===== src/hdl/bilu_pkg.sv =====
// ----------------------------------------------------------------------------
// Bilinear upscaler package
// Shared widths, register and mode codes, the sideband type that travels
// through the divider, and the per-channel blend function.
// ----------------------------------------------------------------------------
package bilu_pkg;

  localparam int CoordW = 13;
  localparam int DimW   = 13;
  localparam int IndexW = 17;
  localparam int ColorW = 24;
  localparam int PixelW = 32;
  localparam int FracW  = 8;

  // Configuration register indexes.
  localparam logic [0:0] REG_OUT_WIDTH  = 1'b0;
  localparam logic [0:0] REG_OUT_HEIGHT = 1'b1;

  localparam logic [DimW-1:0] OUT_WIDTH_RESET  = 13'd320;
  localparam logic [DimW-1:0] OUT_HEIGHT_RESET = 13'd240;

  // Item kinds on the input channel.
  localparam logic MODE_LOAD    = 1'b0;
  localparam logic MODE_REQUEST = 1'b1;

  localparam logic [7:0] ALPHA_OPAQUE = 8'hFF;

  // Sideband carried alongside each item through the divider.
  typedef struct packed {
    logic              load;     // item writes a source pixel
    logic              wr;       // load index lies inside the image
    logic              nearest;  // nearest-pixel mode for this request
    logic [ColorW-1:0] color;    // color to store on a load
  } item_tag_t;

  // (a*(256-f) + b*f) >> 8 on one 8-bit channel.
  function automatic logic [7:0] blend_ch(input logic [7:0] a, input logic [7:0] b,
                                          input logic [7:0] f);
    logic [8:0]  g;
    logic [17:0] s;
    g = 9'd256 - {1'b0, f};
    s = 18'(a) * 18'(g) + 18'(b) * 18'(f);
    return s[15:8];
  endfunction

  function automatic logic [ColorW-1:0] blend_px(input logic [ColorW-1:0] a,
                                                 input logic [ColorW-1:0] b,
                                                 input logic [7:0] f);
    return {blend_ch(a[23:16], b[23:16], f),
            blend_ch(a[15:8],  b[15:8],  f),
            blend_ch(a[7:0],   b[7:0],   f)};
  endfunction

endpackage


===== src/hdl/bilu_blend.sv =====
// ----------------------------------------------------------------------------
// Bilinear blend stages
// Vertical blend of both tap columns, then horizontal blend into the output
// register with alpha attached.
// ----------------------------------------------------------------------------
module bilu_blend import bilu_pkg::*; (
  input  logic              clk,
  input  logic              rst,
  input  logic              adv,
  input  logic              in_valid,
  input  logic [ColorW-1:0] taps [4],
  input  logic [FracW-1:0]  frac_x,
  input  logic [FracW-1:0]  frac_y,
  output logic              res_valid,
  output logic [PixelW-1:0] res_pixel
);

  // taps: 0 = (x0,y0), 1 = (x0,y1), 2 = (x1,y0), 3 = (x1,y1)
  logic              v_valid;
  logic [ColorW-1:0] v_left;
  logic [ColorW-1:0] v_right;
  logic [FracW-1:0]  v_fx;

  always_ff @(posedge clk) begin
    if (rst) begin
      v_valid   <= 1'b0;
      res_valid <= 1'b0;
    end else if (adv) begin
      v_valid   <= in_valid;
      res_valid <= v_valid;
    end
  end

  always_ff @(posedge clk) begin
    if (adv) begin
      v_left    <= blend_px(taps[0], taps[1], frac_y);
      v_right   <= blend_px(taps[2], taps[3], frac_y);
      v_fx      <= frac_x;
      res_pixel <= {ALPHA_OPAQUE, blend_px(v_left, v_right, v_fx)};
    end
  end

endmodule


===== config.mk =====
export PLATFORM = sky130hd
export DESIGN_NAME = bilu_blend
export DESIGN_NICKNAME = d
export VERILOG_FILES = /design/src/hdl/bilu_pkg.sv /design/src/hdl/bilu_blend.sv
export SDC_FILE = /design/constraint.sdc
export NUM_CORES = 2
export LEC_CHECK = 0
export BUFFER_PORTS_ARGS = -buffer_cell sky130_fd_sc_hd__clkbuf_2
export CAP_MARGIN = 10
export CORE_ASPECT_RATIO = 2
export CORE_MARGIN = 3
export CORE_UTILIZATION = 52
export DETAILED_ROUTE_END_ITERATION = 8
export GPL_ROUTABILITY_DRIVEN = 0
export PLACE_DENSITY = 0.74
export SLEW_MARGIN = 20
export SYNTH_ARGS = -nofsm -noshare
export SYNTH_HDL_FRONTEND = slang
export SYNTH_SLANG_ARGS = --single-unit

===== constraint.sdc =====
create_clock -name clk -period 7 [get_ports clk]
set_input_delay 0.35 -clock clk [delete_from_list [all_inputs] [get_ports clk]]
set_output_delay 0.35 -clock clk [all_outputs]
set_load 0.02 [all_outputs]

==> results.toml <==
[run_status]
status = "finished, final reports clean"

[placement]
post-dp-hpwl_mm = 88.0
pre_cts_slack_ns = 0.113
dp.cells = 5578
portBuffers = 140

[yosys]
synth.avg_cell_area_sq_um = 9.24
ys_seq_area_share_pct = 5.87
yosys_most_used_dff = "edfxtp_1"
synthCells = 4504
synth_edf_count = 80
yosys_warnings = 0
yosysTopAreaCellShare_pct = 43.3
synthMuxAreaShare_pct = 0.0481
synth-compound-area-share_pct = 2.31
synth_area_leader_cell = "fa_1"
synth_area_sq_um = 41600
synthTopCellsByArea = "fa_1, ha_1, and2_1"
synth_top_family_by_area = "adder cells"
yosysUniqueCellTypes = 65
synth_seq_cells = 82
synthSimpleGateAreaFrac_pct = 17.0
yosys.area_share.adder_pct = 59.6
ys_async_sr_fraction_pct = 0
synth_xor_area_share_pct = 2.74

[grt]
antenna_found_initial = 15
track_usage_pct = 26.4
grt_pass1_wl_mm = 171
grt_pass1_vias = 34184
gr-total-overflow = 0
grt_max_degree = 91

[timing]
max_slew_margin_pct = 25.8
clock-skew-final_ns = 0.0192
min_period_ns = 6.63
tightestPinTransition_ns = 1.11
rsz0062_at_grt = "false"
drv_slew = 0
setup_ws_ns = 0.366
hold_violations = 0
tns_ns = 0
fin_crit_sh_pct = 94.8
setup-violations-final = 0
fmax_mhz = 151

[critical_path]
arrival_ns = 6.77
endpoint_kind = "flop"
reg2reg_from = "v_fx[1]"
reg2reg_depth = 23
cp-start-kind = "flop"
path_max_fanout = 24
rrSetupSlack_ns = 0.37
reg2reg_to = "res_pixel[6]"
critPathRequiredTime_ns = 7.13
criticalPathCategory = "flop to flop"

[routing]
drc_errors = 0
viasPerCell = 5.35
detail-route-antenna-nets = 0
routedWlPerCell_um = 18.7
route.vias.total = 29932
drt-pass1-iter-count = 6
drt_iter0_drc = 1480
routed_wirelength_mm = 105

[clock_tree]
cts_tree = "done"
clk_pin_slew_ns = 0.08
cts_setup_buffers = 0
cts_buffer_depth = 2
cts_buffers = 9
htreeDepth = 3
insertion_delay_ns = 0.40
root_buffer = "clkbuf_16"
cts.sinks = 82

[floorplan]
die_h_um = 406
io_pins = 149
rows = 146
dieArea_sq_um = 83600
start_util_pct = 52.5
core_sq_um = 79300
die_w_um = 206

[cells_and_area]
final_core_util_pct = 55.5
nets = 6111
nFillCells = 7093
multi_input_area_sq_um = 34100
final-seq-area_sq_um = 2440
syn_to_final_growth_pct = 5.69
stdcell_count = 5599
layout-drive-gt1-share_pct = 5.62

[hold_path]
hold_path_class = "input port to flop"
min_path_cells = 1
hold_path_end = "v_fx[5]"
hp-start = "frac_x[5]"

[flow_run]
drv_cap = 0
[worst max-delay path, stage by stage, from the launching register on]
cell	delay (ns)
edfxtp_1	0.45
inv_1	0.10
ha_1	0.20
nand2_1	0.10
or3_4	0.37
xor2_2	0.18
buf_12	0.21
nand2_1	0.09
fa_1	0.51
fa_1	0.55
inv_1	0.06
fa_1	0.49
fa_1	0.45
fa_1	0.51
inv_1	0.05
fa_1	0.47
inv_1	0.04
ha_1	0.34
a2111o_1	0.39
o211ai_1	0.09
o21ai_1	0.12
or2_2	0.31
a21oi_1	0.18
xnor2_1	0.08
[layout by cell type, fill, tap and decap left out, types with 31 or more instances in the layout]
cell type | Yosys | final
inv_1 | 1191 | 1191
fa_1 | 900 | 900
and2_1 | 718 | 718
ha_1 | 542 | 541
nand2_1 | 500 | 500
clkbuf_2 | 0 | 138
xnor2_1 | 97 | 89
edfxtp_1 | 80 | 80
buf_4 | 9 | 54
nor2_1 | 49 | 49
a21oi_1 | 31 | 31
[layout make-up]
| type | count | share of cell area, % |
|---|---|---|
| Clock buffer | 10 | 0.521 |
| Multi-Input combinational cell | 3065 | 77.6 |
| Clock inverter | 6 | 0.154 |
| Tap cell | 1036 | 2.95 |
| Antenna cell | 5 | 0.0285 |
| Inverter | 1191 | 10.2 |
| Sequential cell | 82 | 5.55 |
| Timing Repair Buffer | 204 | 3.00 |
[logic make-up (layout without fill, tap and decap cells)]
family                     after synthesis  count (layout)
buffers and inverters                 1364            1411
xor gates and xnor gates               130             130
other                                    1              13
DFF                                     82              82
and+or+nand+nor                       1347            1347
muxes                                    2               2
AOI/OAI and AO/OA                      136             136
adders and majority gates             1442            1442
[Yosys cell counts, drive strengths merged, types with 2 or more instances]
cell type  count
or3            3
a31oi          6
o221ai         2
a22oi          3
a21o          12
fa           900
nand2        500
and3           3
o21a          17
o211ai         9
nor2          50
nor3          24
o31ai          2
or2            2
o2111ai        2
and2         722
nand2b         5
o41ai          3
ha           542
mux2i          2
clkbuf       125
a211oi         2
a2111oi        3
nor4           5
edfxtp        80
o21ai         26
inv         1191
a41oi          2
nand3         17
o22ai          3
a21oi         33
nor2b          4
buf           48
xnor2         97
xor2          33
o21bai         2
nand4         11
dfxtp          2
[layer usage]
layer / vias to the layer above / track usage, % / wire, um
li1: 13183 / - / -
met1: 15441 / 26.9 / 34500
met2: 917 / 51.4 / 58900
met3: 379 / 4.11 / 5530
met4: 12 / 12.8 / 5680
met5: - / 0 / 90
[state kept, by name, indices dropped and copies added (netlist names)]
register,cells
v_fx,8
v_valid,1
v_right,24
res_valid,1
res_pixel,24
v_left,24
[what timing repair did]
item,in CTS,in global routing
resized for setup,0,4
endpoints found under the setup margin,0,2
hold buffers,0,0
[worst max-delay path by stage]
stage / startpoint / end / slack, ns / cells past startpoint
after floorplan: frac_y[0] / v_left[23] / 0.36 / 26
after global placement: frac_y[0] / v_left[23] / 0.26 / 25
after detailed placement: frac_y[0] / v_left[23] / 0.11 / 25
after CTS: v_fx[4] / res_pixel[23] / 0.30 / 20
after global routing: v_fx[1] / res_pixel[6] / 0.04 / 23
final: v_fx[1] / res_pixel[6] / 0.37 / 23
[through the flow]
step                cell area, sq um  hold WS, ns
finish                         44000        0.125
global route                   44000        0.116
detailed placement             43600        0.503
CTS                            43900        0.113
global placement               43600        0.473
floorplan                      41600        0.422
Power is not shown: default switching activity piles up to over one toggle a cycle in this logic, so the estimate is an artifact.
