<file path="config.mk">
export PLATFORM = sky130hd
export DESIGN_NAME = bilu_div
export DESIGN_NICKNAME = d
export VERILOG_FILES = /design/src/hdl/bilu_pkg.sv /design/src/hdl/bilu_div.sv
export SDC_FILE = /design/constraint.sdc
export NUM_CORES = 2
export LEC_CHECK = 0
export BUFFER_PORTS_ARGS = -buffer_cell sky130_fd_sc_hd__buf_2
export CORE_UTILIZATION = 50
export CTS_CLUSTER_DIAMETER = 200
export DETAILED_ROUTE_END_ITERATION = 6
export GPL_TIMING_DRIVEN = 0
export HOLD_SLACK_MARGIN = 0.06
export PLACE_DENSITY = 0.65
export SYNTH_ARGS = -nofsm -noshare
export SYNTH_HDL_FRONTEND = slang
export SYNTH_MEMORY_MAX_BITS = 65536
export SYNTH_SLANG_ARGS = --single-unit
</file>
<file path="constraint.sdc">
create_clock -name clk -period 3.4 [get_ports clk]
set_input_delay 0 -clock clk [delete_from_list [all_inputs] [get_ports clk]]
set_output_delay 0 -clock clk [all_outputs]
set_load 0.005 [all_outputs]
</file>
<file path="src/hdl/bilu_pkg.sv">
// ----------------------------------------------------------------------------
// Bilinear upscaler package
// Shared widths, register and mode codes, the sideband type that travels
// through the divider, and the per-channel blend function.
// ----------------------------------------------------------------------------
package bilu_pkg;

  localparam int CoordW = 13;
  localparam int DimW   = 13;
  localparam int IndexW = 17;
  localparam int ColorW = 24;
  localparam int PixelW = 32;
  localparam int FracW  = 8;

  // Configuration register indexes.
  localparam logic [0:0] REG_OUT_WIDTH  = 1'b0;
  localparam logic [0:0] REG_OUT_HEIGHT = 1'b1;

  localparam logic [DimW-1:0] OUT_WIDTH_RESET  = 13'd320;
  localparam logic [DimW-1:0] OUT_HEIGHT_RESET = 13'd240;

  // Item kinds on the input channel.
  localparam logic MODE_LOAD    = 1'b0;
  localparam logic MODE_REQUEST = 1'b1;

  localparam logic [7:0] ALPHA_OPAQUE = 8'hFF;

  // Sideband carried alongside each item through the divider.
  typedef struct packed {
    logic              load;     // item writes a source pixel
    logic              wr;       // load index lies inside the image
    logic              nearest;  // nearest-pixel mode for this request
    logic [ColorW-1:0] color;    // color to store on a load
  } item_tag_t;

  // (a*(256-f) + b*f) >> 8 on one 8-bit channel.
  function automatic logic [7:0] blend_ch(input logic [7:0] a, input logic [7:0] b,
                                          input logic [7:0] f);
    logic [8:0]  g;
    logic [17:0] s;
    g = 9'd256 - {1'b0, f};
    s = 18'(a) * 18'(g) + 18'(b) * 18'(f);
    return s[15:8];
  endfunction

  function automatic logic [ColorW-1:0] blend_px(input logic [ColorW-1:0] a,
                                                 input logic [ColorW-1:0] b,
                                                 input logic [7:0] f);
    return {blend_ch(a[23:16], b[23:16], f),
            blend_ch(a[15:8],  b[15:8],  f),
            blend_ch(a[7:0],   b[7:0],   f)};
  endfunction

endpackage

</file>
<file path="src/hdl/bilu_div.sv">
// ----------------------------------------------------------------------------
// Pipelined divider, two lanes
// Restoring division, one quotient bit per stage. A quotient that does not
// fit in QUO_W bits saturates to all ones.
// ----------------------------------------------------------------------------
module bilu_div
  import bilu_pkg::*;
#(
  parameter int NUM_W = 38,
  parameter int QUO_W = 25
) (
  input  logic             clk,
  input  logic             rst,
  input  logic             adv,
  input  logic             in_valid,
  input  item_tag_t        in_tag,
  input  logic [NUM_W-1:0] num [2],
  input  logic [DimW-1:0]  den [2],
  output logic             out_valid,
  output item_tag_t        out_tag,
  output logic [QUO_W-1:0] quo [2],
  output logic [DimW-1:0]  rem [2]
);

  localparam int HiW  = NUM_W - QUO_W;
  localparam int CmpW = (HiW > DimW) ? HiW : DimW;

  logic             valid_q [QUO_W+1];
  item_tag_t        tag_q   [QUO_W+1];
  logic [DimW-1:0]  rem_q   [2][QUO_W+1];
  logic [DimW-1:0]  den_q   [2][QUO_W+1];
  logic [QUO_W-1:0] quo_q   [2][QUO_W+1];
  logic [QUO_W-1:0] low_q   [2][QUO_W+1];
  logic             ovf_q   [2][QUO_W+1];

  logic [HiW-1:0]   hi      [2];
  logic             ovf     [2];
  logic [DimW:0]    trial   [2][QUO_W];
  logic             take    [2][QUO_W];

  always_comb begin
    for (int l = 0; l < 2; l++) begin
      hi[l]  = num[l][NUM_W-1:QUO_W];
      ovf[l] = CmpW'(hi[l]) >= CmpW'(den[l]);
      for (int k = 0; k < QUO_W; k++) begin
        trial[l][k] = {rem_q[l][k], low_q[l][k][QUO_W-1]};
        take[l][k]  = trial[l][k] >= {1'b0, den_q[l][k]};
      end
    end
  end

  always_ff @(posedge clk) begin
    if (rst) begin
      for (int k = 0; k <= QUO_W; k++) begin
        valid_q[k] <= 1'b0;
      end
    end else if (adv) begin
      valid_q[0] <= in_valid;
      for (int k = 0; k < QUO_W; k++) begin
        valid_q[k+1] <= valid_q[k];
      end
    end
  end

  always_ff @(posedge clk) begin
    if (adv) begin
      tag_q[0] <= in_tag;
      for (int k = 0; k < QUO_W; k++) begin
        tag_q[k+1] <= tag_q[k];
      end
      for (int l = 0; l < 2; l++) begin
        rem_q[l][0] <= ovf[l] ? '0 : DimW'(hi[l]);
        den_q[l][0] <= den[l];
        quo_q[l][0] <= '0;
        low_q[l][0] <= num[l][QUO_W-1:0];
        ovf_q[l][0] <= ovf[l];
        for (int k = 0; k < QUO_W; k++) begin
          rem_q[l][k+1] <= take[l][k] ? DimW'(trial[l][k] - {1'b0, den_q[l][k]})
                                      : trial[l][k][DimW-1:0];
          den_q[l][k+1] <= den_q[l][k];
          quo_q[l][k+1] <= {quo_q[l][k][QUO_W-2:0], take[l][k]};
          low_q[l][k+1] <= low_q[l][k] << 1;
          ovf_q[l][k+1] <= ovf_q[l][k];
        end
      end
    end
  end

  assign out_valid = valid_q[QUO_W];
  assign out_tag   = tag_q[QUO_W];

  always_comb begin
    for (int l = 0; l < 2; l++) begin
      quo[l] = ovf_q[l][QUO_W] ? '1 : quo_q[l][QUO_W];
      rem[l] = rem_q[l][QUO_W];
    end
  end

endmodule

</file>
==> qor.csv <==
stage,metric,value,unit
finish,fin_nets,10800,
pwr,power_density,839,nW/um^2
clocking,tritoncts,yes,
critical_path,cpMostUsedCell,inv_1,
timing,slew_headroom,27.4,%
hold_path,hold_end,tag_q[0][3]$_DFFE_PP_,
synth,ys_types,80,
clocking,clock-sinks,3406,
critical_path,cp_max_fo,10,
critical_path,worst_setup_path_end_kind,flip-flop,
critical_path,r2r_slack,0.12,ns
run,max-cap-violations,0,
timing,worst_pin_slew,1.09,ns
drt,drc,1,
placed_design,io_buffer_count,236,
global_routing,overflow,0,
critical_path,crit_path_start_kind,flip-flop,
drt,routed_wl,231,mm
critical_path,rr_worst_depth,13,
global_routing,grt_pass1_vias,74100,
critical_path,arrival,3.93,ns
floorplanning,start_util,50.3,%
critical_path,path_buf_inv,4,
drt,wire_per_inst,16.6,um
drt,num_vias,72400,
finish,drive_gt1_share,13.9,%
timing,min_period_over_period,96.3,%
clocking,clk_path_buf_depth,4,
critical_path,required,4.05,ns
synth,synth_largest_area_cell,edfxtp_1,
outcome,failed_checks,"DRC, hold timing",
pwr,power_leakage,62.5,nW
finish,fillers,21600,
floorplanning,die_y,535,um
drt,dr.first_iter.drc_count,4014,
critical_path,critPathSlowestCell,edfxtp_1,
placed_design,dpl_cell_area,149000,um^2
critical_path,crit_chain,"inv_1, ha_1, inv_1, fa_2, a21o_1, a21oi_2, o211ai_1, a41oi_2, nor3_2, a2111oi_4, buf_4, buf_8, mux2_2",
finish,area.growth.synth_to_final,14.8,%
pwr,irDropWorstVdd,0.000455,V
hold_path,hold_class,in -> reg,
synth,synth_cells,8995,
finish,finalNonFillerCells,13900,
timing,finalHoldViolations,155,
synth,synth-async-reset-ratio,0,%
clocking,cts.clk_slew.worst_paths,0.06,ns
critical_path,max_stage_delay,0.37,ns
global_routing,grt_pass1_wl,370,mm
timing,hold_slack,-0.389,ns
clocking,cts_buffers,356,
synth,ys_seq_area_share,71.9,%
drt,ant_nets,0,
synth,synth_edf_count,3406,
timing,drv_slew,0,
clocking,root_buffer,clkbuf_16,
timing,finClkSkew,0.0449,ns
floorplanning,fp-row-count,195,
floorplanning,core_area,283000,um^2
floorplanning,io-pin-count,237,
finish,fin_area,163000,um^2
timing,timing.final.crit_period,3.28,ns
hold_path,min_path_cells,1,
synth,mappedNetlistNets,9854,
hold_path,hp-start,adv,
synth,synth.area.top_cells,"edfxtp_1 (72%), ha_1 (5.9%), mux2_2 (3.0%)",
global_routing,grt_use_total,15.8,%
floorplanning,dieWidth,535,um
timing,setup_viol,0,
placed_design,dp_hpwl,152,mm
timing,fmax,305,MHz
placed_design,dp_worst_setup_slack,-0.728,ns
placed_design,dp_cells,13000,
placed_design,place.gp.congestion,0.902,
critical_path,worstSetupPathType,reg -> reg,
critical_path,r2r-start,low_q[0][479]$_DFFE_PP_,
drt,dr.pass1.iters,7,
timing,finalWorstSetupSlack,0.125,ns
synth,synth_ff_type,edfxtp_1,
synth,ys_seq_elements,3406,
global_routing,grt_max_degree,194,
clocking,clk-insertion-delay-late,0.92,ns
synth,netlist.area_leader.share,71.9,%
outcome,status,"complete, but fails checks",
synth,netlist_area,142000,um^2
clocking,cts_max_level,5,
critical_path,regToRegEndpoint,rem_q[0][238]$_DFFE_PP_,
synth,syn_area_per_cell,15.8,um^2
critical_path,critPathTopFamily,compound AO/OA/AOI/OAI gates,
floorplanning,dieArea,286000,um^2
synth,synth_warnings,0,
drt,vias_per_cell,5.19,
global_routing,antenna_found_initial,4,
-- metal layers --
layer  routed length (um)  track usage (%)
met5                    0                0
met4                 8600             6.45
met3                 8750             2.68
met2               118000             28.4
met1                95800             18.8
-- how the worst max path moves through the flow --
| stage | start | end | slack [ns] | depth (start not counted) |
|---|---|---|---|---|
| floorplan | low_q[0][479]$_DFFE_PP_ | rem_q[0][238]$_DFFE_PP_ | 0.41 | 12 |
| global placement | adv | valid_q[0][10]$_SDFFCE_PN0P_ | -52.90 | 2 |
| detailed placement | adv | valid_q[0][6]$_SDFFCE_PN0P_ | -0.73 | 7 |
| CTS | low_q[0][263]$_DFFE_PP_ | rem_q[0][126]$_DFFE_PP_ | 0.005 | 11 |
| global route | low_q[0][551]$_DFFE_PP_ | rem_q[0][284]$_DFFE_PP_ | -0.04 | 12 |
| finish | low_q[0][479]$_DFFE_PP_ | rem_q[0][238]$_DFFE_PP_ | 0.12 | 13 |
-- placed cells by master (no fill, tap or decap), drive strengths merged, types with 18 or more instances in the layout --
master / count
xnor2: 250
o21bai: 48
nor2b: 111
nor3: 141
o211ai: 34
nand3: 92
dlygate4sd3: 280
mux2i: 87
a211o: 29
a21oi: 334
nand4: 69
o21ai: 406
a211oi: 22
and3: 29
o31ai: 52
a21o: 221
o31a: 18
a221oi: 19
o21a: 86
fa: 50
a21boi: 32
clkinv: 171
ha: 676
bufinv: 25
edfxtp: 3406
nor2: 242
and4: 19
xor2: 211
a31oi: 58
and2: 55
inv: 876
mux2: 395
clkbuf: 469
nand2: 413
nand2b: 108
or2: 79
buf: 370
-- timing repair --
item	CTS	global route
pin swaps	4	12
buffers inserted	6	10
gates cloned	0	1
hold buffers	283	2
endpoints found under the hold margin	350	202
endpoints found under the setup margin	134	283
gates resized for setup	17	67
-- worst register-to-register path, cell delays in order, from the launching register on --
cell       delay, ns
edfxtp_1        0.37
inv_1           0.09
ha_1            0.17
inv_1           0.06
fa_2            0.36
a21o_1          0.19
a21oi_2         0.18
o211ai_1        0.16
a41oi_2         0.32
nor3_2          0.11
a2111oi_4       0.28
buf_4           0.21
buf_8           0.15
mux2_2          0.34
-- cell families (layout without fill, tap and decap cells) --
| family | count (synthesis) | count (layout) | share of synthesized area (%) |
|---|---|---|---|
| muxes | 482 | 482 | 3.74 |
| adders and majority gates | 726 | 726 | 6.65 |
| DFF | 3406 | 3406 | 71.9 |
| xor gates and xnor gates | 461 | 461 | 2.84 |
| AOI/OAI and AO/OA | 1496 | 1496 | 6.92 |
| other | 0 | 3 | 0 |
| buffers and inverters | 1003 | 2208 | 2.86 |
| and+or+nand+nor | 1421 | 1421 | 5.04 |
-- sequential cells by signal, indices dropped and copies added, names as in the netlist --
name	cells
den_q	650
ovf_q	52
valid_q	26
quo_q	650
rem_q	676
tag_q	702
low_q	650
-- synth_stat cells (all sizes together), types with 11 or more instances --
cell type / count
edfxtp: 3406
inv: 864
ha: 676
nand2: 413
o21ai: 406
mux2: 395
a21oi: 334
xnor2: 250
nor2: 242
a21o: 221
xor2: 211
nor3: 141
nor2b: 111
nand2b: 108
buf: 96
nand3: 92
mux2i: 87
o21a: 86
or2: 79
nand4: 69
a31oi: 58
and2: 55
o31ai: 52
fa: 50
o21bai: 48
clkbuf: 43
o211ai: 34
a21boi: 32
a211o: 29
and3: 29
a211oi: 22
a221oi: 19
and4: 19
o31a: 18
or3: 17
o41ai: 16
nor4: 15
a311oi: 13
o221ai: 12
o311ai: 12
or4: 11
-- area by class of cell --
class | count | area [um^2] | share of cell area, %
flip-flops and latches | 3406 | 102000 | 62.7
multi-input cells | 4586 | 36100 | 22.1
clock buffers | 422 | 9160 | 5.61
repair buffers | 558 | 4830 | 2.96
well taps | 3743 | 4680 | 2.87
inverters | 864 | 3240 | 1.99
clock inverters | 225 | 2080 | 1.27
plain buffers | 139 | 862 | 0.528
diodes | 3 | 7.51 | 0.00460
-- stage by stage --
stage | utilization, % | total power (W) | setup TNS (ns)
global route | 57.8 | 0.145 | -0.283
finish | 57.8 | 0.137 | 0
detailed placement | 52.6 | 0.0995 | -144.17
floorplan | - | 0.0893 | 0
CTS | 57.6 | 0.138 | 0
global placement | 52.4 | 0.0962 | -
-- power by group --
| part | internal (W) | leakage, nW | switching (W) |
|---|---|---|---|
| clock | 0.0213 | 5.45 | 0.0157 |
| combinational | 0.0191 | 23.8 | 0.0219 |
| sequential | 0.0558 | 33.3 | 0.00310 |
(Power assumes the default switching activity.)
